--- config.mk ---
export PLATFORM = sky130hd
export DESIGN_NAME = ring_buffer_packet_extractor_top
export DESIGN_NICKNAME = d
export VERILOG_FILES = /design/src/rtl/rbpe_pkg.sv /design/src/rtl/rbpe_ram.sv /design/src/rtl/rbpe_front.sv /design/src/rtl/rbpe_cmd_fifo.sv /design/src/rtl/rbpe_back.sv /design/src/rtl/ring_buffer_packet_extractor_top.sv
export VERILOG_INCLUDE_DIRS = /design/src /design/src/rtl
export SDC_FILE = /design/constraint.sdc
export NUM_CORES = 1
export LEC_CHECK = 0
export BUFFER_PORTS_ARGS = -buffer_cell sky130_fd_sc_hd__buf_2
export CAP_MARGIN = 15
export CORE_ASPECT_RATIO = 0.6
export CORE_MARGIN = 1.5
export CORE_UTILIZATION = 50
export DETAILED_ROUTE_END_ITERATION = 7
export PLACE_DENSITY = 0.74
export SLEW_MARGIN = 25
export SYNTH_ARGS = -nofsm -noshare
export SYNTH_HDL_FRONTEND = slang
export SYNTH_SLANG_ARGS = --single-unit
export TNS_END_PERCENT = 30
--- constraint.sdc ---
create_clock -name i_clk -period 5.9 [get_ports i_clk]
set_input_delay 0.295 -clock i_clk [delete_from_list [all_inputs] [get_ports i_clk]]
set_output_delay 0.295 -clock i_clk [all_outputs]
set_load 0.02 [all_outputs]
--- src/rtl/ring_buffer_packet_extractor_top_assert.svh ---
// ----------------------------------------------------------------------------
// Assertion macros for the ring buffer packet extractor
// Shared property forms, clocked on i_clk and disabled during reset.
// ----------------------------------------------------------------------------
`ifndef RING_BUFFER_PACKET_EXTRACTOR_TOP_ASSERT_SVH
`define RING_BUFFER_PACKET_EXTRACTOR_TOP_ASSERT_SVH

// condition holds at every edge
`define RBPE_ASSERT_ALWAYS(lbl, expr, msg) \
    lbl: assert property (@(posedge i_clk) disable iff (!i_rst_n) (expr)) \
        else $error(msg);

// same-cycle implication
`define RBPE_ASSERT_IMPL(lbl, ante, cons, msg) \
    lbl: assert property (@(posedge i_clk) disable iff (!i_rst_n) (ante) |-> (cons)) \
        else $error(msg);

// next-cycle implication
`define RBPE_ASSERT_NEXT(lbl, ante, cons, msg) \
    lbl: assert property (@(posedge i_clk) disable iff (!i_rst_n) (ante) |=> (cons)) \
        else $error(msg);

`endif

--- src/rtl/rbpe_pkg.sv ---
// ----------------------------------------------------------------------------
// rbpe_pkg
// Types and constants shared by the ring buffer packet extractor.
// ----------------------------------------------------------------------------
package rbpe_pkg;

    localparam int DEPTH_DEF   = 64;
    localparam int BYTE_W      = 8;
    localparam int FILL_W      = 6;
    localparam int S_TDATA_W   = 8;
    localparam int M_TDATA_W   = 16;
    localparam int MIN_WAIT    = 4;
    localparam int MIN_PKT_LEN = 3;
    localparam int CMD_Q_DEPTH = 2;

    localparam logic [BYTE_W-1:0] HDR_BYTE = 8'hAA;

    typedef enum logic [0:0] {
        OP_WRITE = 1'b0,
        OP_GET   = 1'b1
    } t_op;

    typedef enum logic [1:0] {
        KIND_STORED   = 2'd0,
        KIND_DROPPED  = 2'd1,
        KIND_PKT_BYTE = 2'd2,
        KIND_NO_PKT   = 2'd3
    } t_kind;

    typedef struct packed {
        t_op               op;
        logic [BYTE_W-1:0] data;
    } t_cmd;

    typedef struct packed {
        t_kind             kind;
        logic [BYTE_W-1:0] data;
        logic              last;
        logic [FILL_W-1:0] fill;
    } t_result;

endpackage

--- src/rtl/rbpe_ram.sv ---
// ----------------------------------------------------------------------------
// rbpe_ram
// Generic simple dual-port RAM, one write and one registered read port.
// ----------------------------------------------------------------------------
module rbpe_ram #(
    parameter int WIDTH = 8,
    parameter int DEPTH = 64
) (
    input  logic                     i_clk,
    input  logic                     i_we,
    input  logic [$clog2(DEPTH)-1:0] i_waddr,
    input  logic [WIDTH-1:0]         i_wdata,
    input  logic [$clog2(DEPTH)-1:0] i_raddr,
    output logic [WIDTH-1:0]         o_rdata
);

    logic [WIDTH-1:0] r_mem [DEPTH];
    logic [WIDTH-1:0] r_rdata;

    always_ff @(posedge i_clk) begin
        if (i_we) begin
            r_mem[i_waddr] <= i_wdata;
        end
        r_rdata <= r_mem[i_raddr];
    end

    assign o_rdata = r_rdata;

endmodule

--- src/rtl/rbpe_front.sv ---
// ----------------------------------------------------------------------------
// rbpe_front
// Input stage: takes stream transfers and decodes them into commands.
// ----------------------------------------------------------------------------
module rbpe_front (
    input  logic                           i_clk,
    input  logic                           i_rst_n,
    input  logic                           s_axis_tvalid,
    output logic                           s_axis_tready,
    input  logic [rbpe_pkg::S_TDATA_W-1:0] s_axis_tdata,  // [7:0] data_byte
    input  logic                           s_axis_tuser,  // [0] req_type
    output logic                           o_cmd_valid,
    input  logic                           i_cmd_ready,
    output rbpe_pkg::t_cmd                 o_cmd
);
    import rbpe_pkg::*;

    logic r_valid;
    logic n_valid;
    t_cmd r_cmd;
    t_cmd n_cmd;
    logic take;

    assign s_axis_tready = !r_valid || i_cmd_ready;
    assign take          = s_axis_tvalid && s_axis_tready;

    always_comb begin
        n_valid = r_valid;
        n_cmd   = r_cmd;
        if (r_valid && i_cmd_ready) begin
            n_valid = 1'b0;
        end
        if (take) begin
            n_valid = 1'b1;
            n_cmd.op = t_op'(s_axis_tuser);
            unique case (t_op'(s_axis_tuser))
                OP_WRITE: n_cmd.data = s_axis_tdata[BYTE_W-1:0];
                OP_GET:   n_cmd.data = '0;
                default:  n_cmd.data = '0;
            endcase
        end
    end

    always_ff @(posedge i_clk) begin
        if (!i_rst_n) begin
            r_valid <= 1'b0;
        end else begin
            r_valid <= n_valid;
        end
        r_cmd <= n_cmd;
    end

    assign o_cmd_valid = r_valid;
    assign o_cmd       = r_cmd;

endmodule

--- src/rtl/rbpe_cmd_fifo.sv ---
// ----------------------------------------------------------------------------
// rbpe_cmd_fifo
// Short command queue between the input stage and the ring engine.
// ----------------------------------------------------------------------------
`include "ring_buffer_packet_extractor_top_assert.svh"

module rbpe_cmd_fifo (
    input  logic           i_clk,
    input  logic           i_rst_n,
    input  logic           i_push_valid,
    output logic           o_push_ready,
    input  rbpe_pkg::t_cmd i_push_cmd,
    output logic           o_pop_valid,
    input  logic           i_pop_ready,
    output rbpe_pkg::t_cmd o_pop_cmd
);
    import rbpe_pkg::*;

    localparam int QAW = $clog2(CMD_Q_DEPTH);
    localparam int QCW = $clog2(CMD_Q_DEPTH + 1);
    localparam logic [QCW-1:0] Q_FULL = QCW'(CMD_Q_DEPTH);

    t_cmd           r_mem [CMD_Q_DEPTH];
    logic [QAW-1:0] r_wr_ptr;
    logic [QAW-1:0] r_rd_ptr;
    logic [QCW-1:0] r_count;
    logic           push;
    logic           pop;

    assign o_push_ready = (r_count != Q_FULL);
    assign o_pop_valid  = (r_count != '0);
    assign o_pop_cmd    = r_mem[r_rd_ptr];
    assign push         = i_push_valid && o_push_ready;
    assign pop          = o_pop_valid && i_pop_ready;

    always_ff @(posedge i_clk) begin
        if (!i_rst_n) begin
            r_wr_ptr <= '0;
            r_rd_ptr <= '0;
            r_count  <= '0;
        end else begin
            if (push) begin
                r_wr_ptr <= r_wr_ptr + 1'b1;
            end
            if (pop) begin
                r_rd_ptr <= r_rd_ptr + 1'b1;
            end
            case ({push, pop})
                2'b10:   r_count <= r_count + 1'b1;
                2'b01:   r_count <= r_count - 1'b1;
                default: r_count <= r_count;
            endcase
        end
        if (push) begin
            r_mem[r_wr_ptr] <= i_push_cmd;
        end
    end

    `RBPE_ASSERT_ALWAYS(a_q_count_max, r_count <= Q_FULL, "command queue overfilled")
    `RBPE_ASSERT_IMPL(a_q_pop_nonempty, pop, r_count != '0, "pop from empty queue")
    `RBPE_ASSERT_NEXT(a_q_count_up, push && !pop, r_count == $past(r_count) + 1'b1,
        "queue count missed a push")

endmodule

--- src/rtl/rbpe_back.sv ---
// ----------------------------------------------------------------------------
// rbpe_back
// Ring engine: stores bytes, hunts and checks packets, drives the result
// register.
// ----------------------------------------------------------------------------
`include "ring_buffer_packet_extractor_top_assert.svh"

module rbpe_back #(
    parameter int DEPTH = rbpe_pkg::DEPTH_DEF
) (
    input  logic              i_clk,
    input  logic              i_rst_n,
    input  logic              i_cmd_valid,
    output logic              o_cmd_ready,
    input  rbpe_pkg::t_cmd    i_cmd,
    output logic              o_res_valid,
    input  logic              i_res_ready,
    output rbpe_pkg::t_result o_res
);
    import rbpe_pkg::*;

    localparam int PW = $clog2(DEPTH);
    localparam logic [PW:0]     DEPTH_W   = (PW+1)'(DEPTH);
    localparam logic [PW-1:0]   LAST_IDX  = PW'(DEPTH - 1);
    localparam logic [PW-1:0]   MIN_LEN_P = PW'(MIN_PKT_LEN);
    localparam logic [BYTE_W-1:0] MAX_LEN_B = BYTE_W'(DEPTH - 1);

    typedef enum logic [2:0] {
        S_IDLE,
        S_HUNT,
        S_HDR,
        S_LEN,
        S_SUM,
        S_NOPKT,
        S_EMIT
    } t_state;

    t_state            r_state, n_state;
    logic [PW-1:0]     r_rp, n_rp;
    logic [PW-1:0]     r_wp, n_wp;
    logic [PW-1:0]     r_idx, n_idx;
    logic [PW-1:0]     r_len, n_len;
    logic [BYTE_W-1:0] r_sum, n_sum;
    logic              r_out_valid, n_out_valid;
    t_result           r_out, n_out;

    logic [PW-1:0]     fill;
    logic [PW:0]       fill_diff;
    logic              out_free;
    logic              ram_we;
    logic [PW-1:0]     rd_off;
    logic [PW-1:0]     rd_addr;
    logic [BYTE_W-1:0] rd_data;
    logic              len_bad;
    logic              pkt_last;

    function automatic logic [PW-1:0] wrap_add(input logic [PW-1:0] a,
                                               input logic [PW-1:0] b);
        logic [PW:0] s;
        s = {1'b0, a} + {1'b0, b};
        if (s >= DEPTH_W) begin
            s = s - DEPTH_W;
        end
        return s[PW-1:0];
    endfunction

    always_comb begin
        fill_diff = {1'b0, r_wp} - {1'b0, r_rp};
        if (r_wp < r_rp) begin
            fill_diff = fill_diff + DEPTH_W;
        end
        fill = fill_diff[PW-1:0];
    end

    assign out_free = !r_out_valid || i_res_ready;
    assign len_bad  = (rd_data < BYTE_W'(MIN_PKT_LEN)) || (rd_data > MAX_LEN_B);
    assign pkt_last = (r_idx == r_len - 1'b1);
    assign rd_addr  = wrap_add(r_rp, rd_off);

    rbpe_ram #(
        .WIDTH (BYTE_W),
        .DEPTH (DEPTH)
    ) u_ring (
        .i_clk   (i_clk),
        .i_we    (ram_we),
        .i_waddr (r_wp),
        .i_wdata (i_cmd.data),
        .i_raddr (rd_addr),
        .o_rdata (rd_data)
    );

    always_comb begin
        n_state     = r_state;
        n_rp        = r_rp;
        n_wp        = r_wp;
        n_idx       = r_idx;
        n_len       = r_len;
        n_sum       = r_sum;
        n_out_valid = r_out_valid;
        n_out       = r_out;
        ram_we      = 1'b0;
        rd_off      = '0;
        o_cmd_ready = 1'b0;

        if (r_out_valid && i_res_ready) begin
            n_out_valid = 1'b0;
        end

        unique case (r_state)
            S_IDLE: begin
                if (i_cmd_valid && out_free) begin
                    o_cmd_ready = 1'b1;
                    if (i_cmd.op == OP_WRITE) begin
                        n_out_valid = 1'b1;
                        n_out.data  = '0;
                        n_out.last  = 1'b1;
                        if (fill == LAST_IDX) begin
                            n_out.kind = KIND_DROPPED;
                            n_out.fill = FILL_W'(fill);
                        end else begin
                            ram_we     = 1'b1;
                            n_wp       = wrap_add(r_wp, PW'(1));
                            n_out.kind = KIND_STORED;
                            n_out.fill = FILL_W'(fill) + FILL_W'(1);
                        end
                    end else begin
                        n_state = S_HUNT;
                    end
                end
            end
            S_HUNT: begin
                rd_off = '0;
                if (fill < PW'(MIN_WAIT)) begin
                    n_state = S_NOPKT;
                end else begin
                    n_state = S_HDR;
                end
            end
            S_HDR: begin
                rd_off = PW'(1);
                if (rd_data != HDR_BYTE) begin
                    n_rp    = wrap_add(r_rp, PW'(1));
                    n_state = S_HUNT;
                end else begin
                    n_state = S_LEN;
                end
            end
            S_LEN: begin
                rd_off = PW'(2);
                if (len_bad) begin
                    n_rp    = wrap_add(r_rp, PW'(1));
                    n_state = S_HUNT;
                end else if (BYTE_W'(fill) < rd_data) begin
                    n_state = S_NOPKT;
                end else begin
                    n_len   = rd_data[PW-1:0];
                    n_sum   = HDR_BYTE + rd_data;
                    n_idx   = PW'(2);
                    n_state = S_SUM;
                end
            end
            S_SUM: begin
                if (pkt_last) begin
                    rd_off = '0;
                    if (r_sum != rd_data) begin
                        n_rp    = wrap_add(r_rp, PW'(1));
                        n_state = S_HUNT;
                    end else begin
                        n_idx   = '0;
                        n_state = S_EMIT;
                    end
                end else begin
                    rd_off = r_idx + 1'b1;
                    n_sum  = r_sum + rd_data;
                    n_idx  = r_idx + 1'b1;
                end
            end
            S_NOPKT: begin
                if (out_free) begin
                    n_out_valid = 1'b1;
                    n_out.kind  = KIND_NO_PKT;
                    n_out.data  = '0;
                    n_out.last  = 1'b1;
                    n_out.fill  = FILL_W'(fill);
                    n_state     = S_IDLE;
                end
            end
            S_EMIT: begin
                rd_off = out_free ? PW'(1) : '0;
                if (out_free) begin
                    n_out_valid = 1'b1;
                    n_out.kind  = KIND_PKT_BYTE;
                    n_out.data  = rd_data;
                    n_out.last  = pkt_last;
                    n_out.fill  = FILL_W'(fill) - FILL_W'(1);
                    n_rp        = wrap_add(r_rp, PW'(1));
                    n_idx       = r_idx + 1'b1;
                    if (pkt_last) begin
                        n_state = S_IDLE;
                    end
                end
            end
            default: n_state = S_IDLE;
        endcase
    end

    always_ff @(posedge i_clk) begin
        if (!i_rst_n) begin
            r_state     <= S_IDLE;
            r_rp        <= '0;
            r_wp        <= '0;
            r_out_valid <= 1'b0;
        end else begin
            r_state     <= n_state;
            r_rp        <= n_rp;
            r_wp        <= n_wp;
            r_out_valid <= n_out_valid;
        end
        r_idx <= n_idx;
        r_len <= n_len;
        r_sum <= n_sum;
        r_out <= n_out;
    end

    assign o_res_valid = r_out_valid;
    assign o_res       = r_out;

    `RBPE_ASSERT_ALWAYS(a_rb_ptr_range, (r_rp <= LAST_IDX) && (r_wp <= LAST_IDX),
        "ring pointer out of range")
    `RBPE_ASSERT_IMPL(a_rb_no_full_write, ram_we, fill != LAST_IDX,
        "byte written into a full ring")
    `RBPE_ASSERT_IMPL(a_rb_emit_idx, r_state == S_EMIT, r_idx < r_len,
        "packet byte index past length")
    `RBPE_ASSERT_IMPL(a_rb_sum_len, r_state == S_SUM,
        (r_len >= MIN_LEN_P) && (r_idx < r_len), "checksum scan on bad length")
    `RBPE_ASSERT_NEXT(a_rb_last_idle, (r_state == S_EMIT) && out_free && pkt_last,
        r_state == S_IDLE, "engine kept running after last packet byte")

endmodule

--- src/rtl/ring_buffer_packet_extractor_top.sv ---
// ----------------------------------------------------------------------------
// ring_buffer_packet_extractor_top
// Byte ring buffer with a header, length and checksum packet extractor.
// ----------------------------------------------------------------------------
// Input stream: tuser selects a write of tdata[7:0] (0) or a packet get (1).
// Output stream: tuser is the result kind (stored, dropped, packet byte,
// no packet), tdata carries the packet byte and the ring fill level after the
// result, tlast marks the final result of each input transfer.
// A write's result passes the input stage, the command queue and the result
// register; writes sustain one per cycle while no get runs and the output
// is taken. A get walks the ring through the single read port of the ring
// memory: it discards non-header bytes one by one, restarts one byte on after
// a bad length or a failed checksum, reads a candidate packet to check its
// checksum, then emits the packet bytes, one per result.
// The input stage and a two-entry command queue keep taking transfers
// while the engine is busy or the output stalls; a stalled output holds
// its result and the engine waits.
// Reset empties the ring (both pointers to zero) and drops queued commands;
// the ring memory itself is not cleared.
// ----------------------------------------------------------------------------
module ring_buffer_packet_extractor_top #(
    parameter int DEPTH = rbpe_pkg::DEPTH_DEF
) (
    input  logic                           i_clk,
    input  logic                           i_rst_n,
    input  logic                           s_axis_tvalid,
    output logic                           s_axis_tready,
    input  logic [rbpe_pkg::S_TDATA_W-1:0] s_axis_tdata,  // [7:0] data_byte
    input  logic                           s_axis_tuser,  // [0] req_type
    output logic                           m_axis_tvalid,
    input  logic                           m_axis_tready,
    output logic [rbpe_pkg::M_TDATA_W-1:0] m_axis_tdata,  // [7:0] out_byte, [13:8] fill_level
    output logic [1:0]                     m_axis_tuser,  // [1:0] result_kind
    output logic                           m_axis_tlast
);
    import rbpe_pkg::*;

    logic    fe_valid;
    logic    fe_ready;
    t_cmd    fe_cmd;
    logic    q_valid;
    logic    q_ready;
    t_cmd    q_cmd;
    t_result res;

    rbpe_front u_front (
        .i_clk         (i_clk),
        .i_rst_n       (i_rst_n),
        .s_axis_tvalid (s_axis_tvalid),
        .s_axis_tready (s_axis_tready),
        .s_axis_tdata  (s_axis_tdata),
        .s_axis_tuser  (s_axis_tuser),
        .o_cmd_valid   (fe_valid),
        .i_cmd_ready   (fe_ready),
        .o_cmd         (fe_cmd)
    );

    rbpe_cmd_fifo u_cmd_q (
        .i_clk        (i_clk),
        .i_rst_n      (i_rst_n),
        .i_push_valid (fe_valid),
        .o_push_ready (fe_ready),
        .i_push_cmd   (fe_cmd),
        .o_pop_valid  (q_valid),
        .i_pop_ready  (q_ready),
        .o_pop_cmd    (q_cmd)
    );

    rbpe_back #(
        .DEPTH (DEPTH)
    ) u_back (
        .i_clk       (i_clk),
        .i_rst_n     (i_rst_n),
        .i_cmd_valid (q_valid),
        .o_cmd_ready (q_ready),
        .i_cmd       (q_cmd),
        .o_res_valid (m_axis_tvalid),
        .i_res_ready (m_axis_tready),
        .o_res       (res)
    );

    assign m_axis_tdata = M_TDATA_W'({res.fill, res.data});
    assign m_axis_tuser = res.kind;
    assign m_axis_tlast = res.last;

endmodule
After elaboration in Yosys (flattened, before gate mapping):

Memory sizes are Yosys's and may differ from the RTL's. A register that Yosys moved wholly into a read port is not among the register bits.
Index checks and enable logic that the tools add are counted.

* add/sub/neg operators: 18
* magnitude comparators: 8
* muxes and demuxes: 63
* reduce and logical (&&, ||, !) cells: 26
* equality and inequality tests: 27
* bitwise gates (word level): 5

Operator list (number)
* 6-bit 2-to-1 mux: 16
* 17-bit 2-to-1 mux: 4
* 17-bit one-hot mux with 3 select lines: 1
* 6-bit one-hot mux with 4 select lines: 2
* 8-bit one-hot mux with 2 select lines: 2
* 6-bit by 1-bit subtractor with 6-bit output, second input constant: 5
* 3-bit 2-to-1 mux: 9
* 8-bit 2-to-1 mux: 3
* 7-bit >= comparator, second input constant: 3
* 1-bit 2-to-1 mux: 21
* 3-bit one-hot mux with 7 select lines: 1
* 6-bit by 1-bit adder with 6-bit output, second input constant: 3
* 2-bit by 1-bit inequality test with 1-bit output, second input constant: 9
* 6-bit one-hot mux with 3 select lines: 1
* 6-bit by 1-bit adder with 7-bit output, second input constant: 2
* 6-bit AND reduction: 2
* 2-bit inequality test, second input constant: 5
* 5-bit AND reduction: 2
* 3-bit equality test, second input constant: 3
* 8-bit adder: 1
* 8-bit adder, first input constant: 1
* 8-bit by 6-bit greater-than comparator with 1-bit output, second input constant: 1
* 6-bit by 8-bit < comparator with 1-bit output: 1
* 8-bit by 2-bit < comparator with 1-bit output, second input constant: 1
* other kinds (30): 48

* memories kept: 2
* register bits after elaboration: 67
* logic and storage cells: 166
* input port bits: 13
* RAM bits: 530
* output and inout bits: 21

Memory list
* u_back.u_ring.r_mem: words 64, bits a word 8, rd ports 1, clocked after Yosys merged registers in 1, wr ports 1, line rbpe_ram.sv:17 `logic [WIDTH-1:0] r_mem [DEPTH];`
* u_cmd_q.r_mem: words 2, bits a word 9, rd ports 1, clocked after Yosys merged registers in 1, wr ports 1, line rbpe_cmd_fifo.sv:23 `t_cmd r_mem [CMD_Q_DEPTH];`

Longest topological paths before layout:

Gate-level depths: netlist of the first run.

* word-level depth: 10
* mapped depth: 20

Modules after synthesis:

From an unflattened synthesis of the first run, not the netlist that was laid out.

* cell total of the unflattened synthesis: 1421
* area, all modules: 25139.1 um^2

Modules (own cells, without submodules)
* rbpe_ram: cells an instance 940, instances 1, area each 20166.8 um^2, seq. area each 15534.9 um^2
* rbpe_back: cells an instance 404, instances 1, area each 3693.5 um^2, seq. area each 1431.4 um^2
* rbpe_cmd_fifo: cells an instance 52, instances 1, area each 882.1 um^2, seq. area each 640.6 um^2
* rbpe_front: cells an instance 22, instances 1, area each 377.9 um^2, seq. area each 290.3 um^2
* ring_buffer_packet_extractor_top: cells an instance 3, instances 1, area each 18.8 um^2, seq. area each 0.0 um^2

Worst setup path before layout of the first run:

No wires, ideal clock.

* kind: register to register
* from: register u_back.r_len[0]
* to: register u_back.u_ring.r_rdata[0] (netlist: u_back.u_ring.o_rdata[0]) (read register of u_back.u_ring.r_mem)
* path slack: 1.733 ns
* required time: 5.769 ns
* library setup time: 0.131 ns
* path buffers: 2
* arrival time: 4.036 ns
* stages on the path, launching flop included: 19
* cell sequence: edfxtp_1 > inv_1 > ha_1 > xor2_1 > nor2_1 > a21oi_1 > a2111oi_4 > nor4b_1 > a21oi_1 > nor2_1 > ha_1 > inv_1 > fa_1 > clkbuf_1 > clkbuf_1 > mux4_2 > mux4_2 > mux2i_1 > mux2i_1

* cells in the longest elaborated chain, start to end: 7
* elaborated cells between the ends (all ways): 8
* those cells by class: add/sub (3); order compare (1); eq/ne (1); mux (3)

Ends and longest elaborated chain
* start, declared: line rbpe_back.sv:42 `logic [PW-1:0] r_len, n_len;`
* start signal, assigned: line rbpe_back.sv:220 `r_len <= n_len;`
* 6-bit by 1-bit subtractor with 6-bit output (*): line rbpe_back.sv:77 `assign pkt_last = (r_idx == r_len - 1'b1);`
* 6-bit equality test (*): line rbpe_back.sv:77
* 6-bit 2-to-1 mux (*): line rbpe_back.sv:163 `if (pkt_last) begin`
* 6-bit one-hot mux with 4 select lines (*): line rbpe_back.sv:109 `unique case (r_state)`
* 6-bit by 6-bit adder with 7-bit output (*): line rbpe_back.sv:60 `s = {1'b0, a} + {1'b0, b};`
* 6-bit by 1-bit subtractor with 6-bit output / 7-bit >= comparator (equally long branches): line rbpe_back.sv:62, rbpe_back.sv:61
* 6-bit 2-to-1 mux (*): line rbpe_back.sv:61 `if (s >= DEPTH_W) begin`
* end, declared: line rbpe_ram.sv:18 `logic [WIDTH-1:0] r_rdata;`

Every way passes the cells marked *; elsewhere a longest branch is shown, timed or not.
A chain may end at the register's enable or synchronous reset.

Worst setup path after layout of the first run:

* from: register u_back.r_len[0]
* to: register u_back.u_ring.r_rdata[2] (netlist: u_back.u_ring.o_rdata[2]) (read register of u_back.u_ring.r_mem)

Same word-level chain as after synthesis.

==> out/metrics.cfg, run 1 <==
[timing]
finalSetupTns_ps = 0
period_share_pct = 87.9
final-hold-violation-count = 0
layout_setup_ws_ps = 714
whs_ps = 15.1
fin_skew_ps = 36.4
fin_crit_ps = 5190
setup-violations-final = 0
drv_slew = 0
max_freq_ghz = 0.193
rsz0062_at_grt = false
slew_headroom_pct = 28.4
worst_slew_pin_slew_ps = 1070

[hold_path]
whs_path_depth = 2
min_path_type = input port to flip-flop
min_to = u_front.o_cmd[6]
hold_path_startpoint = s_axis_tdata[6]

[clocking]
postCtsSetupRepairBufs = 0
clockRootBuffer = clkbuf_16
cts_made_buffers = 51
h-tree-depth = 2
clock_path_buffers = 3
clock_sinks = 606
clk_pin_slew_ps = 70
insertion_delay_ps = 610
cts_tree = done

[floorplan]
core_area_mm2 = 0.0493
die_y_um = 176
die_w_um = 291
start_util_pct = 50.6
num_rows = 63
die-area_mm2 = 0.0513
ios = 34

[global_routing]
antenna_found_initial = 5
grt_overflow = 0
grt_pass1_wl_um = 83900
grt_pass1_vias = 12700
grt_usage_pct = 22.4
grt_max_degree = 65

[logic_synthesis]
yosysSeqAreaShare_pct = 71.7
yosysWarningCount = 0
netlist_instances = 1315
synth.avg_cell_area_um2 = 19.0
yosys-top-cells-area = edfxtp_1 (69%), mux4_2 (14%), dfxtp_1 (2.4%), ha_1 (1.5%), nor2_1 (1.4%)
yosysTopAreaCell = edfxtp_1
synth.most_common_cell = edfxtp_1
syn_area_mm2 = 0.0250
dominantRegCellSynth = edfxtp_1
yosys_register_bits = 606
synth-edff-count = 576
ys_async_sr_fraction_pct = 0
synth_top_area_share_pct = 69.3
synth.distinct_cells = 64
ys_top_cells_by_count = edfxtp_1 (576), mux4_2 (160), nor2_1 (95)

[critical_path]
rr_endpoint = u_back.u_ring.o_rdata[2]
r2r_cells = 17
critPathArrivalTime_ps = 5660
critPathLaunchType = flip-flop
r2r_setup_slack_ps = 710
crit_type = flip-flop to flip-flop
critPathMaxFanout = 34
r2r_start = u_back.r_len[0]
required_ps = 6370
cp-end-kind = flip-flop

[finish]
drive_gt1_share_pct = 24.4
fill_cells = 3628
insertedDiodeCount = 0
final_nets = 1431
area_growth_syn_to_layout_pct = 12.0

[run]
drv_cap = 0

[place]
place.gp.congestion = 0.861
io_buffers = 31
dp_hpwl_um = 35700
place_ws_ps = 675

[detailed_routing]
drt-total-wl_um = 56200
dr_total_vias = 12900
drc = 0
routed_via_density = 6.21
drt-initial-drc-count = 1836
final_antenna_net_count = 0
wl_per_cell_um = 27.1
drt_first_pass_iters = 5

[outcome]
status = complete, no violations

[power]
p_leak_nw = 8.98
power_density_mw_per_mm2 = 384
total_power_w = 0.0108
ir_worst_vdd_uv = 276

cell usage in the layout, fill, tap and decap left out, types with 18 or more instances in the layout:
master | synthesis | layout
edfxtp_1 | 576 | 576
mux4_2 | 160 | 160
nor2_1 | 95 | 85
clkbuf_16 | 0 | 51
buf_4 | 5 | 36
nand2_1 | 34 | 34
mux2i_1 | 31 | 31
buf_2 | 15 | 31
dfxtp_1 | 30 | 30
ha_1 | 30 | 29
inv_1 | 28 | 28
a21oi_1 | 28 | 28
xnor2_1 | 24 | 22
o21ai_0 | 22 | 22
xor2_1 | 19 | 18
nand3_1 | 18 | 18
layer usage:
metal | routed length (um) | vias up | global-route usage, %
li1 | - | 5420 | -
met1 | 25500 | 6710 | 36.9
met2 | 23500 | 698 | 30.3
met3 | 6310 | 70 | 5.39
met4 | 899 | 0 | 4.64
met5 | 0 | - | 0
per-stage QoR:
stage	std cells	util [%]	instance area [um2]
3_5_place_dp	1974	53.0	26100
4_1_cts	2078	56.7	28000
5_1_grt	2078	56.7	28000
2_1_floorplan	1316	-	25000
6_report	2078	56.7	28000
3_3_place_gp	1974	52.9	26100
where the power goes:
part           switching [W]  internal, W
Combinational        0.00117     0.000788
Sequential          0.000160      0.00510
Clock                0.00157      0.00196
how the worst max path moves through the flow:
stage                    start                       end  slack [ps]  cells after the start
2_1_floorplan  u_back.r_len[0]  u_back.u_ring.o_rdata[0]        1730                     18
3_3_place_gp   u_back.r_len[0]  u_back.u_ring.o_rdata[2]         830                     17
3_5_place_dp   u_back.r_len[0]  u_back.u_ring.o_rdata[2]         680                     17
4_1_cts        u_back.r_len[0]  u_back.u_ring.o_rdata[2]         660                     17
5_1_grt        u_back.r_len[0]  u_back.u_ring.o_rdata[2]         390                     18
6_report       u_back.r_len[0]  u_back.u_ring.o_rdata[2]         710                     17
flip-flops by register name, summed over array words and instances (netlist names), named ones only:
signal	cells
u_cmd_q.r_rd_ptr	1
u_back.r_len	6
u_back.r_state	3
u_cmd_q.r_count	2
u_back.r_rp	6
u_back.r_wp	6
u_front.o_cmd_valid	1
u_back.r_idx	6
u_front.o_cmd	9
u_back.o_res	17
u_back.r_sum	8
u_back.u_ring.o_rdata	8
u_cmd_q.r_mem	18
u_cmd_q.r_wr_ptr	1
u_back.o_res_valid	1
u_back.u_ring.r_mem	512
kinds of logic after synthesis:
logic type	share of synthesized area, %
DFF	71.7
and+or+nand+nor	4.58
adders and majority gates	1.74
muxes	16.0
AOI/OAI and AO/OA	2.77
other	0.0150
xor gates and xnor gates	1.62
buffers and inverters	1.56
cell type report:
cell class | count | area, um2 | area share, %
Timing Repair Buffer | 81 | 626 | 2.24
Clock buffer | 59 | 1310 | 4.67
Clock inverter | 37 | 437 | 1.56
Tap cell | 650 | 813 | 2.91
Sequential cell | 606 | 17900 | 64.0
Multi-Input combinational cell | 616 | 6790 | 24.3
Inverter | 29 | 109 | 0.389
critical path, stage by stage (launching register included):
cell and delay (ps):
edfxtp_1 440, inv_1 90, ha_1 220, xor2_1 180
nor2_1 60, a21oi_1 240, a2111oi_4 190, nor4b_1 310
a21oi_1 70, nor2_1 180, ha_4 170, inv_1 50
fa_4 1080, buf_12 290, mux4_2 390, mux4_2 560
mux2i_1 370, mux2i_1 150
repair_timing:
item | CTS | global route
hold buffers | 8 | 0
resized for setup | 0 | 0
hold endpoints to repair | 8 | 0
endpoints found under the setup margin | 0 | 0
(Power assumes the default switching activity.)
==> inputs of run 2 (changes only) <==
--- a/config.mk
+++ b/config.mk
@@ -11,6 +11,7 @@
 export CORE_ASPECT_RATIO = 0.6
 export CORE_MARGIN = 1.5
 export CORE_UTILIZATION = 50
+export CTS_BUF_LIST = sky130_fd_sc_hd__clkbuf_4 sky130_fd_sc_hd__clkbuf_8
 export DETAILED_ROUTE_END_ITERATION = 7
 export PLACE_DENSITY = 0.74
 export SLEW_MARGIN = 25
==> run 2 against run 1 <==
  * Via count grew 1.1%
  * Highest routed layer unchanged
  * Final area about the same
  * First-iteration DRC count is 13% lower
  * Clock-buffer cell count grew 66
==> out/metrics.cfg, run 2 (synthesis gave the netlist of run 1 again) <==
[detailed_routing]
wl_per_cell_um = 26.3  ; was 27.1 um
drt_first_pass_iters = 5  ; unchanged
routed_via_density = 6.09  ; was 6.21
drc = 0  ; unchanged
dr_total_vias = 13000  ; was 12900
final_antenna_net_count = 0  ; unchanged
drt-initial-drc-count = 1606  ; was 1836
drt-total-wl_um = 56400  ; was 56200 um

[timing]
finalSetupTns_ps = 0  ; unchanged
rsz0062_at_grt = false  ; unchanged
whs_ps = 80.2  ; was 15.1 ps
setup-violations-final = 0  ; unchanged
slew_headroom_pct = 30.6  ; was 28.4%
final-hold-violation-count = 0  ; unchanged
period_share_pct = 89.2  ; was 87.9%
drv_slew = 0  ; unchanged
max_freq_ghz = 0.190  ; was 0.193 GHz
fin_crit_ps = 5260  ; was 5190 ps
fin_skew_ps = 34.4  ; was 36.4 ps
worst_slew_pin_slew_ps = 1040  ; was 1070 ps

[critical_path]
r2r_start = u_back.r_len[0]  ; unchanged
critPathMaxFanout = 34  ; unchanged
rr_endpoint = u_back.u_ring.o_rdata[2]  ; unchanged
r2r_cells = 17  ; unchanged
required_ps = 6400  ; was 6370 ps
r2r_setup_slack_ps = 640  ; was 710 ps
cp-end-kind = flip-flop  ; unchanged
critPathLaunchType = flip-flop  ; unchanged
critPathArrivalTime_ps = 5760  ; was 5660 ps
crit_type = flip-flop to flip-flop  ; unchanged

[hold_path]
min_to = u_back.r_state[0]  ; was u_front.o_cmd[6]
hold_path_startpoint = m_axis_tready  ; was s_axis_tdata[6]
min_path_type = input port to flip-flop  ; unchanged
whs_path_depth = 5  ; was 2

[floorplan]
ios = 34  ; unchanged
die-area_mm2 = 0.0513  ; unchanged
core_area_mm2 = 0.0493  ; unchanged
start_util_pct = 50.6  ; unchanged
die_w_um = 291  ; unchanged
num_rows = 63  ; unchanged
die_y_um = 176  ; unchanged

[global_routing]
grt_overflow = 0  ; unchanged
grt_max_degree = 65  ; unchanged
grt_pass1_wl_um = 83600  ; was 83900 um
antenna_found_initial = 3  ; was 5
grt_usage_pct = 22.5  ; was 22.4%
grt_pass1_vias = 12800  ; was 12700

[place]
place.gp.congestion = 0.861  ; unchanged
dp.cells = 1974  ; unchanged
io_buffers = 31  ; unchanged
dp_hpwl_um = 35700  ; unchanged

[finish]
insertedDiodeCount = 0  ; unchanged
finalNonFillerCells = 2142  ; was 2078
drive_gt1_share_pct = 27.2  ; was 24.4%
area_growth_syn_to_layout_pct = 12.0  ; about the same
layout_commonest_cell = edfxtp_1  ; unchanged
largest_reg_flops = 512  ; unchanged
mostFrequentLayoutCells = edfxtp_1 (576), mux4_2 (160), clkbuf_8 (87)  ; was edfxtp_1 (576), mux4_2 (160), nor2_1 (85)
top_register = u_back.u_ring.r_mem  ; unchanged
final_nets = 1469  ; was 1431

[clocking]
clock_path_buffers = 3  ; unchanged
cts_resized = 0  ; unchanged
clock_sinks = 606  ; unchanged
insertion_delay_ps = 670  ; was 610 ps
cts_hold_buffers = 14  ; was 8
clk_pin_slew_ps = 70  ; about the same
h-tree-depth = 3  ; was 2
postCtsSetupRepairBufs = 0  ; unchanged
cts_made_buffers = 83  ; was 51
clockRootBuffer = clkbuf_8  ; was clkbuf_16
cts_tree = done  ; unchanged

[run]
drv_cap = 0  ; unchanged

[power]
power_density_mw_per_mm2 = 375  ; was 384 mW/mm2
ir_worst_vdd_uv = 265  ; was 276 uV
p_leak_nw = 9.07  ; was 8.98 nW
total_power_w = 0.0105  ; was 0.0108 W

[outcome]
status = complete, no violations  ; unchanged

==> run 2: cell count changes in the layout (fill, tap and decap cells not counted), moves of 2 or more <==
cell           previous run  this run
clkbuf_16                51         0
clkinv_1                  5        13
clkbuf_1                  8         0
clkbuf_4                  0        38
clkbuf_8                  0        87
dlygate4sd3_1             8        14
bufinv_16                 8         1
clkinv_2                 14         9
inv_6                     1         3
clkinvlp_4                7         1
==> run 2: worst max-delay path by stage <==
stage,startpoint,endpoint
final,u_back.r_len[0],u_back.u_ring.o_rdata[2]
after global placement,u_back.r_len[0],u_back.u_ring.o_rdata[2]
after floorplan,u_back.r_len[0],u_back.u_ring.o_rdata[0]
after CTS,u_back.r_len[0],u_back.u_ring.o_rdata[2]
after detailed placement,u_back.r_len[0],u_back.u_ring.o_rdata[2]
after global routing,u_back.r_len[0],u_back.u_ring.o_rdata[2]
==> run 2: report_power, final <==
part / internal [W] / leakage (nW) / total (W) / switching (W)
Clock: 0.00167 / 0.897 / 0.00327 / 0.00160
Sequential: 0.00511 / 5.45 / 0.00527 / 0.000165
Combinational: 0.000791 / 2.72 / 0.00196 / 0.00117
==> run 2: worst max-delay path, cell delays in order (launching register included) <==
cell       delay (ps)
edfxtp_1          440
inv_1              90
ha_1              220
xor2_1            180
nor2_1             60
a21oi_1           240
a2111oi_4         200
nor4b_1           310
a21oi_1            70
nor2_1            190
ha_4              170
inv_1              50
fa_4             1080
buf_12            300
mux4_2            380
mux4_2            560
mux2i_1           410
mux2i_1           150
==> run 2: metrics by stage <==
stage          setup slack (ps)  util (%)  instance area [um2]
2_1_floorplan              1730         -                25000
3_3_place_gp                831      52.9                26100
3_5_place_dp                675      53.0                26100
4_1_cts                     640      56.6                27900
5_1_grt                     332      56.7                28000
6_report                    638      56.7                28000
==> run 2: layout make-up <==
class                      instances  area [um2]
inverter                          29         109
multi-input combinational        616        6790
clock inverter                    29         185
timing repair buffer              87         686
tap                              650         813
fill                            3663       21400
sequential                       606       17900
clock buffer                     125        1480
==> run 2: metal layers <==
| layer | track usage, % | up-vias | part of all wire (%) |
|---|---|---|---|
| met5 | 0 | - | 0 |
| met4 | 4.41 | 0 | 1.1 |
| met3 | 8.01 | 59 | 13 |
| met2 | 30.0 | 728 | 42 |
| met1 | 35.5 | 6741 | 44 |
| li1 | - | 5514 | - |
